<file path="src/design/rvx_pkg.sv">
// Shared types and codes for the RV32IM integer execute block.
// Holds the function codes and the beat carried along the divider chain.
// Used by rvx_prep, rvx_div_cell and rv32im_integer_execute_top.
package rvx_pkg;

  localparam int unsigned XLEN      = 32;
  localparam int unsigned DIV_CELLS = XLEN;

  localparam logic [6:0] F7_BASE   = 7'b000_0000;
  localparam logic [6:0] F7_MULDIV = 7'b000_0001;
  localparam logic [6:0] F7_ALT    = 7'b010_0000;

  localparam logic [2:0] F3_ADD  = 3'd0;
  localparam logic [2:0] F3_SLL  = 3'd1;
  localparam logic [2:0] F3_SLT  = 3'd2;
  localparam logic [2:0] F3_SLTU = 3'd3;
  localparam logic [2:0] F3_XOR  = 3'd4;
  localparam logic [2:0] F3_SRL  = 3'd5;
  localparam logic [2:0] F3_OR   = 3'd6;
  localparam logic [2:0] F3_AND  = 3'd7;

  localparam logic [2:0] F3_MUL    = 3'd0;
  localparam logic [2:0] F3_MULH   = 3'd1;
  localparam logic [2:0] F3_MULHSU = 3'd2;
  localparam logic [2:0] F3_MULHU  = 3'd3;
  localparam logic [2:0] F3_DIV    = 3'd4;
  localparam logic [2:0] F3_DIVU   = 3'd5;
  localparam logic [2:0] F3_REM    = 3'd6;
  localparam logic [2:0] F3_REMU   = 3'd7;

  localparam logic        OP_REG = 1'b0;
  localparam logic        OP_IMM = 1'b1;

  typedef struct packed {
    logic              valid;
    logic              use_div;
    logic              take_rem;
    logic              neg_res;
    logic              invalid;
    logic [XLEN-1:0]   value;
    logic [XLEN-1:0]   rem;
    logic [XLEN-1:0]   quo;
    logic [XLEN-1:0]   dvsr;
  } beat_t;

endpackage

</file>
<file path="src/design/rvx_div_cell.sv">
// One cell of the divider chain: a single restoring division step per beat.
// Other beats pass through unchanged in meaning. Depends on rvx_pkg.
module rvx_div_cell (
  input  logic           clk,
  input  logic           rst,
  input  rvx_pkg::beat_t beat_in,
  output rvx_pkg::beat_t beat_out
);

  logic [32:0]    trial;
  logic [32:0]    diff;
  logic           ge;
  rvx_pkg::beat_t beat_next;

  always_comb begin
    trial     = {beat_in.rem, beat_in.quo[31]};
    diff      = trial - {1'b0, beat_in.dvsr};
    ge        = !diff[32];
    beat_next = beat_in;
    beat_next.rem = ge ? diff[31:0] : trial[31:0];
    beat_next.quo = {beat_in.quo[30:0], ge};
  end

  always_ff @(posedge clk) begin
    if (rst) begin
      beat_out.valid <= 1'b0;
    end else begin
      beat_out <= beat_next;
    end
  end

endmodule

</file>
<file path="config.mk">
export PLATFORM = sky130hd
export DESIGN_NAME = rvx_div_cell
export DESIGN_NICKNAME = d
export VERILOG_FILES = /design/src/design/rvx_pkg.sv /design/src/design/rvx_div_cell.sv
export SDC_FILE = /design/constraint.sdc
export NUM_CORES = 1
export LEC_CHECK = 0
export ABC_CLOCK_PERIOD_IN_PS = 9700
export BUFFER_PORTS_ARGS = -buffer_cell sky130_fd_sc_hd__buf_2
export CAP_MARGIN = 20
export CORE_MARGIN = 10
export CORE_UTILIZATION = 52
export DETAILED_ROUTE_END_ITERATION = 8
export HOLD_SLACK_MARGIN = 0.06
export PLACE_DENSITY = 0.83
export SLEW_MARGIN = 0
export SYNTH_ARGS = -nofsm -noshare
export SYNTH_HDL_FRONTEND = slang
export SYNTH_SLANG_ARGS = --single-unit
</file>
<file path="constraint.sdc">
create_clock -name clk -period 9.7 [get_ports clk]
set_input_delay 2.425 -clock clk [delete_from_list [all_inputs] [get_ports clk]]
set_output_delay 2.425 -clock clk [all_outputs]
set_load 0.01 [all_outputs]
</file>
==> key figures <==
Global routing
  – First-pass GRT wire length: 29.64 mm
  – Largest net degree at the start of global routing: 86
  – GRT overflow: 0
  – Number of global-route vias before repair: 5,095
  – Initial antenna violation count: 0
  – Overall routing resource usage: 0.2197

Cells and area
  – Layout cells sized above 1: 0.4103
  – Post-route cell area: 0.008466 mm^2
  – ANT cells: 0
  – Area Growth Syn to Fin: 31.30%
  – Most flops, register: beat_out
  – Largest register FFs: 133
  – Biggest registers after layout: beat_out x133
  – Final nets: 935
  – Fillers: 856

Synthesis
  – Largest area contributor in the netlist: edfxtp_1
  – Compound-cell area share of the yosys netlist: 0.1236
  – Synth Area in XOR/XNOR: 0.03260
  – Area share of fa/ha/maj cells after synthesis: 0.06520
  – Avg Cell Area, Syn: 13.03 um^2
  – Synth top area cells: edfxtp_1 61%, ha_1 6.2%, mux2_4 4.2%
  – Syn. warnings: 0
  – Number of flops mapped to enable cells by yosys: 132
  – Post-Synthesis Cell Area: 0.006447 mm^2
  – Simple-gate area share of the yosys netlist: 0.08131
  – #FFs+latches synth: 133
  – Largest family of logic cells by synthesized area: compound AO/OA/AOI/OAI gates
  – Synth top area share: 0.6148
  – Sequential area share after synthesis: 0.6179
  – Asr flop ratio synth: 0
  – Syn Nets: 663
  – Syn Inst Count: 495
  – Distinct cell type count after synthesis: 50
  – Predominant post-synthesis flop cell: edfxtp_1
  – Mux contribution to synthesized area: 0.04192

Place
  – Post-DP Area: 0.007924 mm^2
  – Global placer's final weighted congestion: 0.8526
  – DP HPWL: 15.43 mm
  – IO buf count: 267

STA
  – RSZ-0062 raised after global routing: no
  – Max Slew Vio Count: 0
  – Worst Tran Pin Value: 1058 ps
  – Final min period: 5584 ps
  – Fin crit share: 0.5757
  – Min Hold Slack: 2181 ps
  – Setup violators final: 0
  – Final hold violations: 0
  – Peak Freq: 0.1791 GHz
  – Setup TNS: 0 ps
  – Slew HR: 0.2949

Status
  – Status: finished clean

Die
  – Die height: 131.4 um
  – Die area: 0.01725 mm^2
  – Core area: 0.01206 mm^2
  – Initial Util: 0.5345
  – Die W: 131.4 um
  – Row count: 40
  – Boundary Pins: 268

Setup path
  – Crit path arrival time: 5750 ps
  – WS Path Type: input port to flip-flop
  – Crit start category: input port
  – Critical Path Fanout Max: 28
  – Crit. End Element: flip-flop
  – Crit path required time: 9860 ps

Clocking
  – Post-CTS resize count: 0
  – Num CTS Buffers: 17
  – H-tree lvl count: 4
  – CTS Buffer Depth: 2
  – Clock slew at reported path FFs: 60 ps
  – Clk sinks: 133
  – CTS Hold Bufs: 0
  – Postcts setup bufs: 0
  – Clock root buffer: clkbuf_16
  – CTS tree: built

Power and ir drop
  – Leak: 3.857 nW
  – Peak supply drop: 0.09941 mV
  – Power per cell area: 192.6 mW/mm^2

Hold path
  – Hold depth: 1
  – Worst hold start: beat_in[33]
  – Hold Path Sink: beat_out[34]
  – Worst min path class: input port to flip-flop

Route
  – Routed vias/inst: 5.306
  – Detailed Route WL: 19.47 mm
  – Post-detailed-route count of antenna-violating nets: 0
  – Detailed Routing Iterations Pass 1: 5
  – DR WL/cell: 20.54 um
  – # DRC: 0
  – Starting DRT DRC Count: 406
  – Detailed-route via count: 5,030

Run
  – Max-cap violations: 0
synth_stat cells (10+ instances only):
| cell | instances |
|---|---|
| edfxtp_1 | 132 |
| nand2_1 | 44 |
| inv_1 | 42 |
| a21oi_1 | 34 |
| ha_1 | 32 |
| o21ai_0 | 24 |
| mux2_4 | 18 |
| nor2_1 | 16 |
| a21o_1 | 15 |
| xnor2_1 | 14 |
| clkbuf_1 | 11 |
| nand3_1 | 11 |
| xor2_1 | 10 |
per-stage QoR:
step / std cells / total power (W) / setup WS [ps] / util
2_1_floorplan: 495 / 0.0009254 / 4242 / -
3_3_place_gp: 916 / 0.001044 / 3823 / 0.6570
3_5_place_dp: 916 / 0.001053 / 3709 / 0.6570
4_1_cts: 948 / 0.001642 / 4145 / 0.7019
5_1_grt: 948 / 0.001694 / 3919 / 0.7019
6_report: 948 / 0.001631 / 4116 / 0.7019
worst max-delay path by stage:
stage | from | endpoint | slack [ps] | cells past startpoint
after floorplan | rst | beat_out[0] | 4240 | 1
after global placement | beat_in[16] | beat_out[84] | 3820 | 11
after detailed placement | beat_in[13] | beat_out[83] | 3710 | 11
after CTS | beat_in[13] | beat_out[83] | 4150 | 11
after global routing | beat_in[13] | beat_out[83] | 3920 | 11
final | beat_in[13] | beat_out[83] | 4120 | 11
critical path: stages:
cell and delay [ps]:
buf_2 90, inv_1 40, ha_1 370, a21oi_2 260, o211ai_1 130, a221o_1 330, a211o_1 290, o21a_1 210
o211ai_4 670, inv_2 490, mux2_4 410
report_power, final:
part | internal, W | switching (W)
Clock | 0.000350 | 0.000239
Combinational | 0.000140 | 0.000185
Sequential | 0.000702 | 0.0000149
placed cells by master (no fill, tap or decap), types with 2 or more instances in the layout:
cell type	instances
a211oi_1	4
a21boi_0	2
a21o_1	15
a21oi_1	34
a31oi_1	2
and2_1	3
and3_1	6
and4_1	2
buf_2	267
clkbuf_1	2
clkbuf_16	17
clkinv_1	2
clkinv_2	3
clkinvlp_4	4
edfxtp_1	132
ha_1	32
inv_1	41
inv_6	2
mux2_4	18
nand2_1	44
nand2b_1	5
nand3_1	11
nand4_1	7
nor2_1	16
nor2b_1	6
nor3_1	4
o2111ai_1	2
o211ai_1	8
o21a_1	6
o21ai_0	24
o21bai_1	5
o31ai_1	5
o41ai_1	2
xnor2_1	14
xor2_1	10
final cells by class:
| class | count | area, um^2 | area share |
|---|---|---|---|
| sequential | 133 | 3984 | 0.4706 |
| multi-input combinational | 304 | 2222 | 0.2625 |
| timing repair buffer | 268 | 1344 | 0.1587 |
| clock buffer | 19 | 432.9 | 0.05114 |
| tap | 168 | 210.2 | 0.02483 |
| inverter | 43 | 163.9 | 0.01936 |
| clock inverter | 13 | 108.9 | 0.01286 |
per-layer routing:
layer	wire [um]	part of all wire	global-route usage
met2	10140	0.52	0.3965
met4	385	0.020	0.07726
met5	0	0	0
met3	1631	0.084	0.06212
met1	7317	0.38	0.2407
logic make-up (layout without fill, tap and decap cells):
kind of cell | Yosys count | count (layout)
muxes | 18 | 18
DFF | 133 | 133
buffers and inverters | 58 | 343
and+or+nand+nor | 109 | 109
adders and majority gates | 33 | 33
xor gates and xnor gates | 24 | 24
AOI/OAI and AO/OA | 120 | 120
(Power assumes the default switching activity.)
