$ cat src/design/rvx_pkg.sv
// Shared types and codes for the RV32IM integer execute block.
// Holds the function codes and the beat carried along the divider chain.
// Used by rvx_prep, rvx_div_cell and rv32im_integer_execute_top.
package rvx_pkg;

  localparam int unsigned XLEN      = 32;
  localparam int unsigned DIV_CELLS = XLEN;

  localparam logic [6:0] F7_BASE   = 7'b000_0000;
  localparam logic [6:0] F7_MULDIV = 7'b000_0001;
  localparam logic [6:0] F7_ALT    = 7'b010_0000;

  localparam logic [2:0] F3_ADD  = 3'd0;
  localparam logic [2:0] F3_SLL  = 3'd1;
  localparam logic [2:0] F3_SLT  = 3'd2;
  localparam logic [2:0] F3_SLTU = 3'd3;
  localparam logic [2:0] F3_XOR  = 3'd4;
  localparam logic [2:0] F3_SRL  = 3'd5;
  localparam logic [2:0] F3_OR   = 3'd6;
  localparam logic [2:0] F3_AND  = 3'd7;

  localparam logic [2:0] F3_MUL    = 3'd0;
  localparam logic [2:0] F3_MULH   = 3'd1;
  localparam logic [2:0] F3_MULHSU = 3'd2;
  localparam logic [2:0] F3_MULHU  = 3'd3;
  localparam logic [2:0] F3_DIV    = 3'd4;
  localparam logic [2:0] F3_DIVU   = 3'd5;
  localparam logic [2:0] F3_REM    = 3'd6;
  localparam logic [2:0] F3_REMU   = 3'd7;

  localparam logic        OP_REG = 1'b0;
  localparam logic        OP_IMM = 1'b1;

  typedef struct packed {
    logic              valid;
    logic              use_div;
    logic              take_rem;
    logic              neg_res;
    logic              invalid;
    logic [XLEN-1:0]   value;
    logic [XLEN-1:0]   rem;
    logic [XLEN-1:0]   quo;
    logic [XLEN-1:0]   dvsr;
  } beat_t;

endpackage

$ cat src/design/rvx_prep.sv
// Entry stage: decodes the encoding, computes add, subtract, logic, shift, compare and multiply results,
// and loads the divider operands into the first beat of the chain.
// Depends on rvx_pkg.
module rvx_prep (
  input  logic                       clk,
  input  logic                       rst,
  input  logic                       take,
  input  logic                       op,
  input  logic [2:0]                 funct3,
  input  logic [6:0]                 funct7,
  input  logic [rvx_pkg::XLEN-1:0]   src_a,
  input  logic [rvx_pkg::XLEN-1:0]   src_b,
  input  logic [11:0]                imm12,
  output rvx_pkg::beat_t             beat
);

  logic [31:0]        se;
  logic [6:0]         upper;
  logic [4:0]         sh;
  logic [31:0]        opb;
  logic               ok;
  logic [31:0]        value;
  logic               is_div;
  logic               sgn_div;
  logic               sa;
  logic               sb;
  logic signed [32:0] ma;
  logic signed [32:0] mb;
  logic signed [65:0] prod;
  logic [31:0]        mag_a;
  logic [31:0]        mag_b;
  rvx_pkg::beat_t     beat_next;

  always_comb begin
    se    = {{20{imm12[11]}}, imm12};
    upper = imm12[11:5];
    opb   = (op == rvx_pkg::OP_IMM) ? se : src_b;
    sh    = (op == rvx_pkg::OP_IMM) ? imm12[4:0] : src_b[4:0];
    sa    = (funct3 == rvx_pkg::F3_MULH) || (funct3 == rvx_pkg::F3_MULHSU);
    sb    = (funct3 == rvx_pkg::F3_MULH);
    ma    = $signed({sa & src_a[31], src_a});
    mb    = $signed({sb & src_b[31], src_b});
    prod  = ma * mb;
    ok    = 1'b1;
    value = '0;
    is_div = 1'b0;
    if ((op == rvx_pkg::OP_REG) && (funct7 == rvx_pkg::F7_MULDIV)) begin
      unique case (funct3) inside
        rvx_pkg::F3_MUL:                     value = prod[31:0];
        rvx_pkg::F3_MULH, rvx_pkg::F3_MULHSU,
        rvx_pkg::F3_MULHU:                   value = prod[63:32];
        default: begin
          if (src_b == '0) begin
            value = funct3[1] ? src_a : '1;
          end else begin
            is_div = 1'b1;
          end
        end
      endcase
    end else begin
      unique case (funct3)
        rvx_pkg::F3_ADD: begin
          if ((op == rvx_pkg::OP_REG) && (funct7 == rvx_pkg::F7_ALT)) begin
            value = src_a - src_b;
          end else begin
            value = src_a + opb;
          end
        end
        rvx_pkg::F3_SLL:  value = src_a << sh;
        rvx_pkg::F3_SLT:  value = {31'd0, $signed(src_a) < $signed(opb)};
        rvx_pkg::F3_SLTU: value = {31'd0, src_a < opb};
        rvx_pkg::F3_XOR:  value = src_a ^ opb;
        rvx_pkg::F3_SRL: begin
          if (((op == rvx_pkg::OP_IMM) && (upper == rvx_pkg::F7_ALT)) ||
              ((op == rvx_pkg::OP_REG) && (funct7 == rvx_pkg::F7_ALT))) begin
            value = $unsigned($signed(src_a) >>> sh);
          end else begin
            value = src_a >> sh;
          end
        end
        rvx_pkg::F3_OR:   value = src_a | opb;
        default:          value = src_a & opb;
      endcase
      if (op == rvx_pkg::OP_IMM) begin
        if ((funct3 == rvx_pkg::F3_SLL) && (upper != rvx_pkg::F7_BASE)) ok = 1'b0;
        if ((funct3 == rvx_pkg::F3_SRL) && (upper != rvx_pkg::F7_BASE) &&
            (upper != rvx_pkg::F7_ALT)) ok = 1'b0;
      end else if (funct7 == rvx_pkg::F7_ALT) begin
        if ((funct3 != rvx_pkg::F3_ADD) && (funct3 != rvx_pkg::F3_SRL)) ok = 1'b0;
      end else if (funct7 != rvx_pkg::F7_BASE) begin
        ok = 1'b0;
      end
    end
    sgn_div = !funct3[0];
    mag_a   = (sgn_div && src_a[31]) ? (32'd0 - src_a) : src_a;
    mag_b   = (sgn_div && src_b[31]) ? (32'd0 - src_b) : src_b;

    beat_next.valid    = take;
    beat_next.use_div  = is_div && ok;
    beat_next.take_rem = funct3[1];
    beat_next.neg_res  = sgn_div && (funct3[1] ? src_a[31] : (src_a[31] ^ src_b[31]));
    beat_next.invalid  = !ok;
    beat_next.value    = ok ? value : '0;
    beat_next.rem      = '0;
    beat_next.quo      = mag_a;
    beat_next.dvsr     = mag_b;
  end

  always_ff @(posedge clk) begin
    if (rst) begin
      beat.valid <= 1'b0;
    end else begin
      beat <= beat_next;
    end
  end

endmodule

$ cat config.mk
export PLATFORM = sky130hd
export DESIGN_NAME = rvx_prep
export DESIGN_NICKNAME = d
export VERILOG_FILES = /design/src/design/rvx_pkg.sv /design/src/design/rvx_prep.sv
export SDC_FILE = /design/constraint.sdc
export NUM_CORES = 2
export LEC_CHECK = 0
export ABC_AREA = 1
export BUFFER_PORTS_ARGS = -buffer_cell sky130_fd_sc_hd__buf_4
export CAP_MARGIN = 25
export CORE_AREA = 2 2 376 378
export CTS_CLUSTER_DIAMETER = 50
export DETAILED_ROUTE_END_ITERATION = 16
export DIE_AREA = 0 0 378 380
export PLACE_DENSITY_LB_ADDON = 0.08
export SLEW_MARGIN = 20
export SYNTH_ARGS = -nofsm -noshare
export SYNTH_HDL_FRONTEND = slang
export SYNTH_SLANG_ARGS = --single-unit
$ cat constraint.sdc
create_clock -name clk -period 9.07 [get_ports clk]
set_input_delay 1.814 -clock clk [delete_from_list [all_inputs] [get_ports clk]]
set_output_delay 1.814 -clock clk [all_outputs]
set_load 0.01 [all_outputs]
==> flow_metrics.py <==
metrics = {
    "floorplanning": {
        "die_w_microns": 378,
        "num_io_pins": 223,
        "initial_core_util_pct": 39.8,
        "fp-row-count": 137,
        "core-area_sq_mm": 0.139,
        "dieArea_sq_mm": 0.144,
        "die_h_microns": 380,
    },
    "worst_setup_path": {
        "cpPeakStageDelay_ns": 0.60,
        "arrival_ns": 9.02,
        "worstSetupPathType": "in2reg",
        "worst_setup_path_end_kind": "flip-flop",
        "critPathMostFrequentCell": "fa_1",
        "critPathMaxFanout": 7,
        "start_kind": "input pin",
        "critPathSlowestCell": "fa_2",
        "critPathRequiredTime_ns": 9.20,
    },
    "cells_and_area": {
        "multi_input_area_sq_mm": 0.0447,
        "largest_register_ffs": 101,
        "drive_above_1_share_pct": 16.0,
        "fillCellCount": 14516,
        "post_layout_nonfiller_instances": 10104,
        "fin_util_pct": 47.2,
        "seq_area_sq_mm": 0.00302,
        "largest-register": "beat",
        "final_net_count": 9765,
        "reg_top3": "beat: 101 flops",
        "area_growth_pct": 18.4,
    },
    "global_route": {
        "grt_util_all_layers_pct": 37.6,
        "grt_antenna_before_repair": 34,
        "grt_pass1_vias": 52916,
        "grt_max_degree": 85,
        "grt_remaining_overflow": 0,
        "grt_pass1_wl_microns": 384000,
    },
    "timing": {
        "min_period_ns": 8.89,
        "rsz0062_at_grt": "true",
        "finalCritPeriodShare_pct": 98.0,
        "fin_ws_ns": 0.178,
        "maxSlewViolCount": 0,
        "tightestPinTransition_ns": 1.11,
        "slew_headroom_pct": 25.5,
        "setup_violations": 0,
        "hold_violations": 0,
        "clock.fmax_ghz": 0.112,
    },
    "route": {
        "drt_wl_total_microns": 270000,
        "drc": 0,
        "vias_per_cell": 5.27,
        "final_antenna_net_count": 0,
        "avgRoutedWirePerCell_microns": 26.7,
        "drt_iter0_markers": 5610,
        "dr_total_vias": 53250,
        "drt-pass1-iter-count": 8,
    },
    "logic_synthesis": {
        "syn_area_per_cell_sq_um": 7.31,
        "synth_top_area_share_pct": 40.6,
        "synthArstFlopShare_pct": 0,
        "ys_ff_latch": 101,
        "synth_edf_count": 100,
        "netlist_area_sq_mm": 0.0555,
        "yosys.area.top_type": "fa_1",
        "synth_ff_type": "edfxtp_1",
        "yosysWarningCount": 0,
        "ys_top_cells_by_area": "fa_1, nand2_1, inv_1",
        "ys_seq_area_share_pct": 5.45,
        "synth_cells": 7582,
        "yosysUniqueCellTypes": 65,
    },
    "run": {
        "maxCapViolCount": 0,
    },
    "placed_design": {
        "dpl.hpwl_microns": 234000,
        "io_buffers": 190,
        "dp_slack_ns": -0.990,
        "routabilityCongestion": 1.05,
        "dpl.cell_count": 10051,
    },
    "cts": {
        "clkTransAtPathRegs_ns": 0.09,
        "cts_tree": "done",
        "cts_buffers": 9,
        "htreeDepth": 3,
        "clockBufferDepth": 2,
        "clock-sinks": 101,
        "root_buffer": "clkbuf_16",
    },
    "status": {
        "outcome": "completed",
    },
    "hold_path": {
        "hp-class": "in2reg",
    },
}
## stage by stage
stage,hold slack [ns],setup TNS [ns],instance area [sq um]
6_report,1.58,0,65700
5_1_grt,1.58,-0.524,65600
4_1_cts,1.56,0,64500
3_5_place_dp,2.02,-22.52,64100
3_3_place_gp,2.02,-22.29,64100
2_1_floorplan,1.89,0,55600
## worst paths after layout
kind                                 endpoint  cells after the start  startpoint  slack, ns
worst max-delay path  beat[118]$_SDFFCE_PP0N_                     37   funct3[2]       0.18
worst min-delay path     beat[132]$_SDFF_PP0_                      2         rst       1.58
## layout by cell type (no fill, tap or decap), drive strengths merged, types with 8 or more instances in the layout
master,synthesis,layout
nand2,1959,1959
inv,1874,1876
fa,1126,1126
buf,227,982
nor2,474,474
ha,343,343
o21ai,338,338
nand3,299,299
a21oi,263,263
edfxtp,100,100
xor2,73,73
nand4,56,56
nor3,51,51
o211ai,35,35
conb,1,32
or2,20,20
diode,0,17
nand3b,17,17
nor4,17,17
a31oi,17,17
a211oi,15,15
o21bai,15,15
xnor2,13,13
a21o,11,11
clkbuf,175,11
o221ai,10,10
a21boi,9,9
o21a,8,8
## Yosys cell counts, types with 17 or more instances
| cell | count |
|---|---|
| inv_1 | 1847 |
| fa_1 | 1126 |
| or2_2 | 18 |
| a21oi_1 | 261 |
| edfxtp_1 | 100 |
| nand2_2 | 20 |
| ha_1 | 343 |
| buf_4 | 35 |
| buf_2 | 36 |
| clkbuf_1 | 175 |
| o21ai_1 | 90 |
| nand2_1 | 1934 |
| nor3_1 | 46 |
| buf_1 | 140 |
| nand4_1 | 56 |
| xor2_1 | 73 |
| nand3_1 | 297 |
| nand3b_1 | 17 |
| a31oi_1 | 17 |
| inv_2 | 26 |
| o21ai_0 | 247 |
| nor2_1 | 455 |
| o211ai_1 | 34 |
## per-layer routing
metal  share of wire, %  track usage, %  vias to the layer above  routed length (microns)
li1                   -               -                    23590                        -
met1                 44            54.1                    26896                   118000
met2                 42            54.8                     2391                   114000
met3                8.9            7.74                      367                    24000
met4                5.1            15.4                        6                    13700
met5              0.019               0                        -                       51
## repair_timing
action	4_1_cts	5_1_grt
resized for setup	29	250
endpoints found under the hold margin	0	0
cloned	0	1
buffers inserted	0	18
pin swaps	2	69
endpoints found under the setup margin	29	32
hold buffers	0	0
## cells by family after synthesis
logic type	count (synthesis)	synth area share, %
flops	101	5.45
simple gates	2899	21.4
xor+xnor	86	1.36
buf+inv	2279	16.0
compound gates	745	7.40
fa+ha+maj	1469	48.4
mux	2	0.0361
other cells	1	0.00676
## cell type report
| type | count | area share, % |
|---|---|---|
| antenna | 17 | 0.0648 |
| timing repair buffer | 984 | 12.3 |
| tap | 1876 | 3.58 |
| inverter | 1877 | 10.8 |
| sequential | 101 | 4.60 |
| multi-input combinational | 5233 | 68.2 |
| clock inverter | 7 | 0.135 |
| clock buffer | 9 | 0.343 |
## worst max-delay path: cells and delay by family
kind,cells,cell delay (ns)
AND/OR/NAND/NOR,13,1.29
buffers and inverters,14,1.39
adder cells (fa/ha/maj),9,4.41
AO/OA/AOI/OAI,1,0.07
Power is not shown: default switching activity piles up to over one toggle a cycle in this logic, so the estimate is an artifact.
